## src/hw/rtl/ipdfr_pkg.sv

```systemverilog
// Shared types and constants for the IP stream packet deframer.
// No dependencies; every other file of the block imports this package.
package ipdfr_pkg;

    localparam int POS_W = 17;

    // Byte positions inside a packet at which header fields are picked up.
    localparam logic [POS_W-1:0] POS_V4_LEN_HI   = 17'd2;
    localparam logic [POS_W-1:0] POS_V4_LEN_LO   = 17'd3;
    localparam logic [POS_W-1:0] POS_BAD_VERSION = 17'd3;
    localparam logic [POS_W-1:0] POS_V6_LEN_HI   = 17'd4;
    localparam logic [POS_W-1:0] POS_V6_LEN_LO   = 17'd5;
    localparam logic [POS_W-1:0] POS_V4_CHECK    = 17'd19;

    localparam logic [3:0] VERSION_4 = 4'd4;
    localparam logic [3:0] VERSION_6 = 4'd6;

    localparam logic [5:0]       IPV4_MIN_HEADER = 6'd20;
    localparam logic [POS_W-1:0] IPV6_HEADER     = 17'd40;

    typedef struct packed {
        logic [7:0] data;
        logic       first;
        logic       last;
        logic       ipv6;
        logic       abort;
    } t_result;

endpackage

```

## src/hw/rtl/ipdfr_parse.sv

```systemverilog
// Per-packet header tracking: byte position, length fields, version and halt state.
// Depends on ipdfr_pkg. Produces the tagged result for one byte each time it is stepped.
module ipdfr_parse
    import ipdfr_pkg::*;
(
    input  logic       i_clk,
    input  logic       i_rst_n,
    input  logic       i_step,
    input  logic [7:0] i_byte,
    output logic       o_res_valid,
    output t_result    o_res
);

    logic [POS_W-1:0] r_pos, n_pos;
    logic [POS_W-1:0] r_len, n_len;
    logic             r_known, n_known;
    logic             r_v6, n_v6;
    logic             r_bad, n_bad;
    logic [3:0]       r_hw, n_hw;
    logic [7:0]       r_len_hi, n_len_hi;
    logic             r_halted, n_halted;

    logic             first;
    logic             err;
    logic             last;
    logic [5:0]       hdr_bytes;
    logic [POS_W:0]   pos_inc;

    always_comb begin
        first     = (r_pos == '0);
        n_v6      = r_v6;
        n_bad     = r_bad;
        n_hw      = r_hw;
        n_known   = r_known;
        n_len     = r_len;
        n_len_hi  = r_len_hi;
        err       = 1'b0;

        // The first byte sets the version for the whole packet, itself included.
        if (first) begin
            n_v6    = (i_byte[7:4] == VERSION_6);
            n_bad   = (i_byte[7:4] != VERSION_4) && (i_byte[7:4] != VERSION_6);
            n_hw    = i_byte[3:0];
            n_known = 1'b0;
            n_len   = '0;
        end

        hdr_bytes = {n_hw, 2'b00};

        if (n_bad) begin
            err = (r_pos == POS_BAD_VERSION);
        end else if (!n_v6) begin
            if (r_pos == POS_V4_LEN_HI) begin
                n_len_hi = i_byte;
            end else if (r_pos == POS_V4_LEN_LO) begin
                n_len = {1'b0, r_len_hi, i_byte};
            end else if (r_pos == POS_V4_CHECK) begin
                if ((hdr_bytes < IPV4_MIN_HEADER)
                        || (n_len < {{(POS_W-6){1'b0}}, hdr_bytes})) begin
                    err = 1'b1;
                end else begin
                    n_known = 1'b1;
                end
            end
        end else begin
            if (r_pos == POS_V6_LEN_HI) begin
                n_len_hi = i_byte;
            end else if (r_pos == POS_V6_LEN_LO) begin
                n_len   = IPV6_HEADER + {1'b0, r_len_hi, i_byte};
                n_known = 1'b1;
            end
        end

        pos_inc = {1'b0, r_pos} + 18'd1;
        last    = !err && n_known && (pos_inc == {1'b0, n_len});

        if (last) begin
            n_pos   = '0;
            n_known = 1'b0;
        end else begin
            n_pos = pos_inc[POS_W-1:0];
        end

        n_halted = r_halted || err;

        o_res_valid = !r_halted;
        o_res.data  = i_byte;
        o_res.first = first;
        o_res.last  = last;
        o_res.ipv6  = n_v6;
        o_res.abort = err;
    end

    // Once halted the state freezes, so later bytes are simply dropped.
    always_ff @(posedge i_clk) begin
        if (!i_rst_n) begin
            r_pos    <= '0;
            r_len    <= '0;
            r_known  <= 1'b0;
            r_v6     <= 1'b0;
            r_bad    <= 1'b0;
            r_hw     <= '0;
            r_len_hi <= '0;
            r_halted <= 1'b0;
        end else if (i_step && !r_halted) begin
            r_pos    <= n_pos;
            r_len    <= n_len;
            r_known  <= n_known;
            r_v6     <= n_v6;
            r_bad    <= n_bad;
            r_hw     <= n_hw;
            r_len_hi <= n_len_hi;
            r_halted <= n_halted;
        end
    end

endmodule

```

## src/hw/rtl/ipdfr_out_stage.sv

```systemverilog
// Output register holding one tagged byte until the receiver takes it.
// Depends on ipdfr_pkg for the result type.
module ipdfr_out_stage
    import ipdfr_pkg::*;
(
    input  logic    i_clk,
    input  logic    i_rst_n,
    input  logic    i_load,
    input  t_result i_res,
    input  logic    i_out_ready,
    output logic    o_free,
    output logic    o_out_valid,
    output t_result o_res
);

    logic    r_valid;
    t_result r_res;

    // The register can take a new result in the same cycle the old one leaves.
    assign o_free      = !r_valid || i_out_ready;
    assign o_out_valid = r_valid;
    assign o_res       = r_res;

    always_ff @(posedge i_clk) begin
        if (!i_rst_n) begin
            r_valid <= 1'b0;
        end else if (i_load) begin
            r_valid <= 1'b1;
        end else if (i_out_ready) begin
            r_valid <= 1'b0;
        end
    end

    always_ff @(posedge i_clk) begin
        if (i_load) begin
            r_res <= i_res;
        end
    end

endmodule

```

## src/hw/rtl/ip_stream_packet_deframer_unit.sv

```systemverilog
// IP stream packet deframer: usage notes
// The input channel (i_in_valid / o_in_ready / i_in_byte) takes one byte of a raw stream
// of back-to-back IPv4 and IPv6 packets per transfer. The output channel (o_out_valid /
// i_out_ready) returns each byte unchanged, tagged with first-of-packet, last-of-packet
// (from the header length field), IPv6 and abort flags.
// A byte accepted sits in the input register, is parsed there by combinational logic
// and is loaded into the output register once that is free. While the receiver is ready,
// one byte per cycle is sustained; the parse step is a single pass of short logic.
// A malformed header (unknown version, found at packet byte 3, or a bad IPv4 header or
// total length, found at byte 19) is reported once with the abort flag; after that
// every byte is still accepted but dropped, and nothing more leaves until reset.
// While the receiver stalls, the output register holds its byte, the input register
// fills, and o_in_ready falls; no byte is lost. Synchronous active-low reset clears the
// parser to the start of a packet and empties both registers.
// Depends on ipdfr_pkg, ipdfr_parse and ipdfr_out_stage.
module ip_stream_packet_deframer_unit
    import ipdfr_pkg::*;
(
    input  logic       i_clk,
    input  logic       i_rst_n,
    input  logic       i_in_valid,
    output logic       o_in_ready,
    input  logic [7:0] i_in_byte,
    output logic       o_out_valid,
    input  logic       i_out_ready,
    output logic [7:0] o_out_byte,
    output logic       o_first_of_packet,
    output logic       o_last_of_packet,
    output logic       o_is_ipv6,
    output logic       o_abort_error
);

    logic       r_in_valid;
    logic [7:0] r_in_byte;

    logic    res_valid;
    t_result res;
    logic    out_free;
    logic    advance;
    t_result out_res;

    // A byte with no result (stream halted) leaves the input register regardless of stalls.
    assign advance    = r_in_valid && (out_free || !res_valid);
    assign o_in_ready = !r_in_valid || advance;

    always_ff @(posedge i_clk) begin
        if (!i_rst_n) begin
            r_in_valid <= 1'b0;
        end else if (o_in_ready) begin
            r_in_valid <= i_in_valid;
        end
    end

    always_ff @(posedge i_clk) begin
        if (o_in_ready && i_in_valid) begin
            r_in_byte <= i_in_byte;
        end
    end

    ipdfr_parse u_parse (
        .i_clk       (i_clk),
        .i_rst_n     (i_rst_n),
        .i_step      (advance),
        .i_byte      (r_in_byte),
        .o_res_valid (res_valid),
        .o_res       (res)
    );

    ipdfr_out_stage u_out (
        .i_clk       (i_clk),
        .i_rst_n     (i_rst_n),
        .i_load      (advance && res_valid),
        .i_res       (res),
        .i_out_ready (i_out_ready),
        .o_free      (out_free),
        .o_out_valid (o_out_valid),
        .o_res       (out_res)
    );

    assign o_out_byte        = out_res.data;
    assign o_first_of_packet = out_res.first;
    assign o_last_of_packet  = out_res.last;
    assign o_is_ipv6         = out_res.ipv6;
    assign o_abort_error     = out_res.abort;

endmodule
```

## config.mk

```make
export PLATFORM = sky130hd
export DESIGN_NAME = ip_stream_packet_deframer_unit
export DESIGN_NICKNAME = d
export VERILOG_FILES = /design/src/hw/rtl/ipdfr_pkg.sv /design/src/hw/rtl/ipdfr_parse.sv /design/src/hw/rtl/ipdfr_out_stage.sv /design/src/hw/rtl/ip_stream_packet_deframer_unit.sv
export SDC_FILE = /design/constraint.sdc
export NUM_CORES = 1
export LEC_CHECK = 0
export BUFFER_PORTS_ARGS = -buffer_cell sky130_fd_sc_hd__buf_2
export CAP_MARGIN = 30
export CORE_UTILIZATION = 60
export CTS_CLUSTER_SIZE = 20
export DETAILED_ROUTE_END_ITERATION = 12
export PLACE_DENSITY = 0.84
export SETUP_SLACK_MARGIN = 0.05
export SLEW_MARGIN = 5
export SYNTH_ARGS = -nofsm -noshare
export SYNTH_HDL_FRONTEND = slang
export SYNTH_SLANG_ARGS = --single-unit
```

## constraint.sdc

```tcl
create_clock -name i_clk -period 5.76 [get_ports i_clk]
set_input_delay 0.288 -clock i_clk [delete_from_list [all_inputs] [get_ports i_clk]]
set_output_delay 0.288 -clock i_clk [all_outputs]
set_load 0.02 [all_outputs]
```

==> flow_summary.yaml, run 1 <==
timing:
  clock.fmax_mhz: 193.7
  finalClockSkew_ps: 8.114
  max_slew.worst_pin.slew_ps: 806.2
  finalMaxSlewViolations: 0
  finalSetupTns_ps: 0
  post-route-min-period_ps: 5163
  slew_headroom_pct: 44.87
  period_share_pct: 89.63
  setup_violations: 0
  grt_setup_unrepaired: "false"
  hold_viol: 0
  hold_slack_ps: 93.90
place:
  gp_congestion: 0.9293
  hpwl_mm: 9.272
  place.port_buffers: 25
cts:
  cts_tree: "built"
  cts_buffers: 9
  cts_root_buf: "clkbuf_8"
  cts_setup_buffers: 0
  clk_pin_slew_ps: 90
  cts_max_level: 3
  cts-resized-gates: 0
  clk_path_buf_depth: 2
  clk_latency_ps: 360
  numClockSinks: 72
  postCtsHoldBufs: 0
global_routing:
  grt_max_degree: 33
  gr-total-overflow: 0
  antenna_found_initial: 0
  grt_first_pass_wirelength_mm: 20.03
  grt_pass1_vias: 3889
  grtUsageTotal_pct: 35.42
routing:
  wl_met3_mm: 1.350
  final_antenna_net_count: 0
  viasPerCell: 6.580
  detail_route.first_pass.iterations: 5
  dr_wl_met2_mm: 5.612
  via_count: 4323
  drc: 0
  drtIter0Drc: 540
  routed.top_layer: "met4"
  wire_per_inst_um: 19.48
  met1Wirelength_mm: 5.302
  wl_mm: 12.80
logic_synthesis:
  ys.flop_type: "dfxtp_1"
  synth_seq_cells: 72
  syn_nets: 559
  synth_edf_count: 20
  yosysWarnings: 0
  async_flop_share_pct: 0
  synth.distinct_cells: 58
  netlist_instances: 540
  seq_area_frac_synth_pct: 37.61
  avgSynthCellArea_sq_um: 8.082
  synthesis.area_sq_um: 4364
power_and_ir_drop:
  peakVddDrop_mv: 0.1945
  p_per_area_nw_per_um2: 238.6
  p_leak_uw: 0.001754
outcome:
  status: "finished clean"
cells_and_area:
  syn_to_final_growth_pct: 9.576
  nets: 575
  antennaDiodeCount: 0
  drive_gt1_share_pct: 11.05
  layout_commonest_cell: "nor2_1"
  final_cell_mix: "nor2_1 (61), nand2_1 (53), dfxtp_1 (52)"
  n_fill_cell: 595
worst_setup_path:
  path_class: "flip-flop to flip-flop"
  cpPeakStageDelay_ps: 760
  startpoint_type: "flip-flop"
  crit_family: "simple AND/OR/NAND/NOR gates"
  crit_buf_inv: 2
  path_cells: "inv_1 -> ha_1 -> nor4b_1 -> nand4_1 -> a21oi_1 -> buf_4 -> a22oi_1 -> or3_1 -> a2111oi_0 -> nand4_1 -> or4_1 -> o21ai_4 -> nor2_1"
  arrival_ps: 5400
  cp.required_ps: 6000
  crit_fanout: 10
  cp_slowest_cell: "a2111oi_0"
  cp_common_cell: "nand4_1"
  cp-end-kind: "flip-flop"
floorplanning:
  start_util_pct: 63.19
  die_h_um: 87.29
  rows: 30
  die_x_um: 87.29
  core_area_sq_um: 6907
  pin_count: 26
  dieArea_sq_um: 7619
worst_hold_path:
  hp-class: "primary input to flip-flop"
flow_run:
  maxCapViolations: 0
## stage by stage
stage	util [%]	total power [uW]	area (sq um)	instances	setup WS, ps
final	69.24	1141	4782	657	597.5
after global routing	69.24	1175	4782	657	347.8
after CTS	69.24	1138	4782	657	803.4
after detailed placement	65.96	684.6	4556	641	857.9
after global placement	65.96	682.1	4556	641	982.4
after floorplan	-	641.0	4364	540	1481
## final timing paths
check	from	endpoint	slack, ps	depth (start not counted)
max	u_parse.r_pos[0]	u_parse.r_pos[12]	600	13
min	i_in_byte[1]	r_in_byte[1]	90	1
max reg2reg	u_parse.r_pos[0]	u_parse.r_pos[12]	600	13
min reg2reg	u_parse.r_hw[2]	u_parse.r_hw[2]	510	2
## metal layers
layer  vias up  global-route usage [%]
met3        49                   9.479
met4         0                   17.44
li1       1990                       -
met2       282                   52.56
met5         -                       0
met1      2002                   47.51
## registers in the layout, indices dropped and copies added, names as in the netlist
| signal | count |
|---|---|
| u_parse.r_halted | 1 |
| r_in_byte | 8 |
| u_parse.r_pos | 17 |
| u_out.o_out_valid | 1 |
| u_parse.r_hw | 4 |
| u_parse.r_len_hi | 8 |
| u_parse.r_len | 17 |
| u_parse.r_v6 | 1 |
| r_in_valid | 1 |
| u_parse.r_known | 1 |
| u_out.o_res | 12 |
| u_parse.r_bad | 1 |
## power by group
group          leakage (uW)  internal (uW)  switching (uW)
Clock              0.000111            249             214
Combinational       0.00103           40.7            85.8
Sequential         0.000611            534            17.5
Total               0.00175            824             317
## synthesized netlist by cell type (all sizes together), types with 5 or more instances
master   n  area share [%]
nand4   10             1.4
or3      6            0.86
a31oi    5            0.72
mux2i   13             3.0
xor2     9             1.8
o22ai    7             1.0
and2     5            0.72
xnor2   22             4.4
buf      7            0.89
nor3    18             2.1
or4      8             1.5
nor2b   11             1.6
and3     5            0.72
nand2b   5            0.72
dfxtp   52              24
clkbuf  22             1.9
o21ai   36             4.4
nor2    61             5.2
nand3   29             3.3
nand2   53             4.6
a22oi   15             2.6
nor4    13             1.9
a21oi   26             3.0
inv     21             1.8
edfxtp  20              14
ha       7             2.0
## area by class of cell
| class | count | area [sq um] | area share, % |
|---|---|---|---|
| Clock buffer | 9 | 123.9 | 2.590 |
| Timing Repair Buffer | 34 | 192.7 | 4.029 |
| Clock inverter | 7 | 102.6 | 2.145 |
| Multi-Input combinational cell | 418 | 2522 | 52.75 |
| Inverter | 21 | 78.83 | 1.648 |
| Tap cell | 96 | 120.1 | 2.512 |
| Sequential cell | 72 | 1642 | 34.33 |
## cells by family (layout without fill, tap and decap cells)
| family | after synthesis | after routing | synth area share, % |
|---|---|---|---|
| simple gates | 240 | 240 | 27.41 |
| compound gates | 125 | 125 | 18.66 |
| flops | 72 | 72 | 37.61 |
| buf+inv | 50 | 71 | 4.587 |
| xor+xnor | 31 | 31 | 6.221 |
| mux | 15 | 15 | 3.498 |
| fa+ha+maj | 7 | 7 | 2.007 |
(Power assumes the default switching activity.)
==> run 2: changes to the inputs <==
--- a/config.mk
+++ b/config.mk
@@ -5,12 +5,14 @@
 export SDC_FILE = /design/constraint.sdc
 export NUM_CORES = 1
 export LEC_CHECK = 0
-export BUFFER_PORTS_ARGS = -buffer_cell sky130_fd_sc_hd__buf_2
 export CAP_MARGIN = 30
-export CORE_UTILIZATION = 60
+export CELL_PAD_IN_SITES_DETAIL_PLACEMENT = 2
+export CELL_PAD_IN_SITES_GLOBAL_PLACEMENT = 2
+export CORE_UTILIZATION = 35
 export CTS_CLUSTER_SIZE = 20
 export DETAILED_ROUTE_END_ITERATION = 12
-export PLACE_DENSITY = 0.84
+export DONT_BUFFER_PORTS = 1
+export PLACE_DENSITY = 0.81
 export SETUP_SLACK_MARGIN = 0.05
 export SLEW_MARGIN = 5
 export SYNTH_ARGS = -nofsm -noshare
==> constraint.sdc (replaced) <==
create_clock -name i_clk -period 4.7 [get_ports i_clk]
set_input_delay 0.235 -clock i_clk [delete_from_list [all_inputs] [get_ports i_clk]]
set_output_delay 0.235 -clock i_clk [all_outputs]
set_load 0.02 [all_outputs]
==> run 2 against run 1 <==
  * The flow now finishes with violations (hold timing)
  * Cell area is 8.2% higher
  * Worst setup slack lost 470 ps
  * Sequential power rose by 24%
  * Via count grew 7.6%
  * Worst hold slack got worse by 96 ps
  * Clock-buffer cell count unchanged
  * Power increased by 44%
  * Non-clock buffer count rose by 8
  * Utilization fell by 26 points
  * Critical endpoint is now u_parse.r_known
==> flow_summary.yaml, run 2 (synthesis results as in run 1) <==
cts:
  cts_buffers: 9
  cts_root_buf: "clkbuf_16"
  numClockSinks: 72
  cts_tree: "built"
  clk_latency_ps: 370
  clk_path_buf_depth: 2
  cts_max_level: 3
  clk_pin_slew_ps: 70
global_routing:
  gr-total-overflow: 0
  antenna_found_initial: 0
  grtUsageTotal_pct: 31.54
  grt_first_pass_wirelength_mm: 29.78
  grt_pass1_vias: 4972
  grt_max_degree: 26
worst_setup_path:
  cp_common_cell: "nand4_1"
  crit_fanout: 17
  arrival_ps: 4790
  path_class: "flip-flop to flip-flop"
  path_cells: "inv_1 -> ha_1 -> nor4b_1 -> nand4_1 -> buf_4 -> mux2i_2 -> o22ai_1 -> a31oi_2 -> xnor2_1 -> nor4_2 -> nand4_1 -> or4_4 -> nand2_1 -> o211ai_1"
  startpoint_type: "flip-flop"
  cp_slowest_cell: "or4_4"
  cp-end-kind: "flip-flop"
  cp.required_ps: 4920
  cpPeakStageDelay_ps: 640
worst_hold_path:
  hp-class: "primary input to flip-flop"
timing:
  slew_headroom_pct: 33.60
  finalSetupTns_ps: 0
  grt_setup_unrepaired: "false"
  hold_slack_ps: -1.835
  finalClockSkew_ps: 14.38
  post-route-min-period_ps: 4573
  max_slew.worst_pin.slew_ps: 993.9
  finalMaxSlewViolations: 0
  setup_ws_ps: 126.8
  hold_viol: 1
  setup_violations: 0
  period_share_pct: 97.30
  clock.fmax_mhz: 218.7
routing:
  wire_per_inst_um: 27.12
  drc: 0
  wl_mm: 19.99
  via_count: 4651
  final_antenna_net_count: 0
  detail_route.first_pass.iterations: 5
  drtIter0Drc: 386
  viasPerCell: 6.311
floorplanning:
  pin_count: 26
  core_area_sq_um: 12060
  die_x_um: 113.7
  rows: 40
  die_h_um: 113.7
  dieArea_sq_um: 12920
  start_util_pct: 36.18
place:
  hpwl_mm: 12.86
  gp_congestion: 0.9427
  place.port_buffers: 0
  pre_cts_ws_ps: 26.11
cells_and_area:
  n_fill_cell: 1291
  syn_to_final_growth_pct: 18.55
  final_cell_mix: "nor2_1 (61), nand2_1 (53), dfxtp_1 (52)"
  drive_gt1_share_pct: 12.13
  antennaDiodeCount: 0
  layout_commonest_cell: "nor2_1"
  nets: 583
outcome:
  violations: "hold timing"
  status: "finished with violations"
power_and_ir_drop:
  p_per_area_nw_per_um2: 317.6
  p_leak_uw: 0.001875
  peakVddDrop_mv: 0.2700
flow_run:
  maxCapViolations: 0
==> run 2: layer usage <==
layer	global-route usage, %	part of all wire (%)	up-vias
met5	0	0	-
met4	17.19	4.7	0
met3	6.801	7.0	77
met2	53.01	49	229
met1	37.60	40	2344
li1	-	-	2001
==> run 2: path summary, 6_finish.rpt <==
path	start	cells past startpoint	end	slack [ps]
setup reg to reg	u_parse.r_pos[0]	14	u_parse.r_known	130
hold reg to reg	u_parse.r_halted	2	u_parse.r_halted	490
setup / recovery	u_parse.r_pos[0]	14	u_parse.r_known	130
hold / removal	i_rst_n	1	u_parse.r_hw[1]	-2
==> run 2: cell type report <==
type                       count  area [sq um]  share of cell area (%)
sequential                    72          1642                   31.73
clock buffer                   9         225.2                   4.353
inverter                      21         78.83                   1.524
multi-input combinational    418          2577                   49.82
clock inverter                 7         85.08                   1.644
tap                          168         210.2                   4.063
timing repair buffer          42         355.3                   6.868
==> run 2: critical path, delay by kind of cell, from the launching register on <==
kind	cells	cell delay, ps
xor gates and xnor gates	1	200
and+or+nand+nor	6	2040
muxes	1	460
buffers and inverters	2	460
adders and majority gates	1	220
DFF	1	330
AOI/OAI and AO/OA	3	720
==> run 2: what timing repair did <==
item                       CTS  global route
hold endpoints to repair    10             1
gates resized for setup      4             8
setup endpoints to repair   19            18
hold buffers                10             1
pin swaps                    0             1
setup buffers                0             1
==> run 2: where the power goes <==
| group | leakage, uW | internal (uW) | switching [uW] | total [uW] |
|---|---|---|---|---|
| Clock | 0.000153 | 424 | 343 | 768 |
| Sequential | 0.000611 | 655 | 27.7 | 683 |
| Combinational | 0.00111 | 63.1 | 129 | 192 |
| Total | 0.00188 | 1140 | 500 | 1640 |
==> run 2: stage by stage <==
stage	total power, uW	hold WS, ps	instance area, sq um	utilization, %	std cells
5_1_grt	1675	0.5774	5174	42.89	737
3_3_place_gp	843.1	333.9	4678	38.79	709
2_1_floorplan	785.6	333.9	4364	-	540
3_5_place_dp	854.6	333.9	4678	38.79	709
6_report	1643	-1.835	5174	42.89	737
4_1_cts	1610	1.500	5106	42.33	735
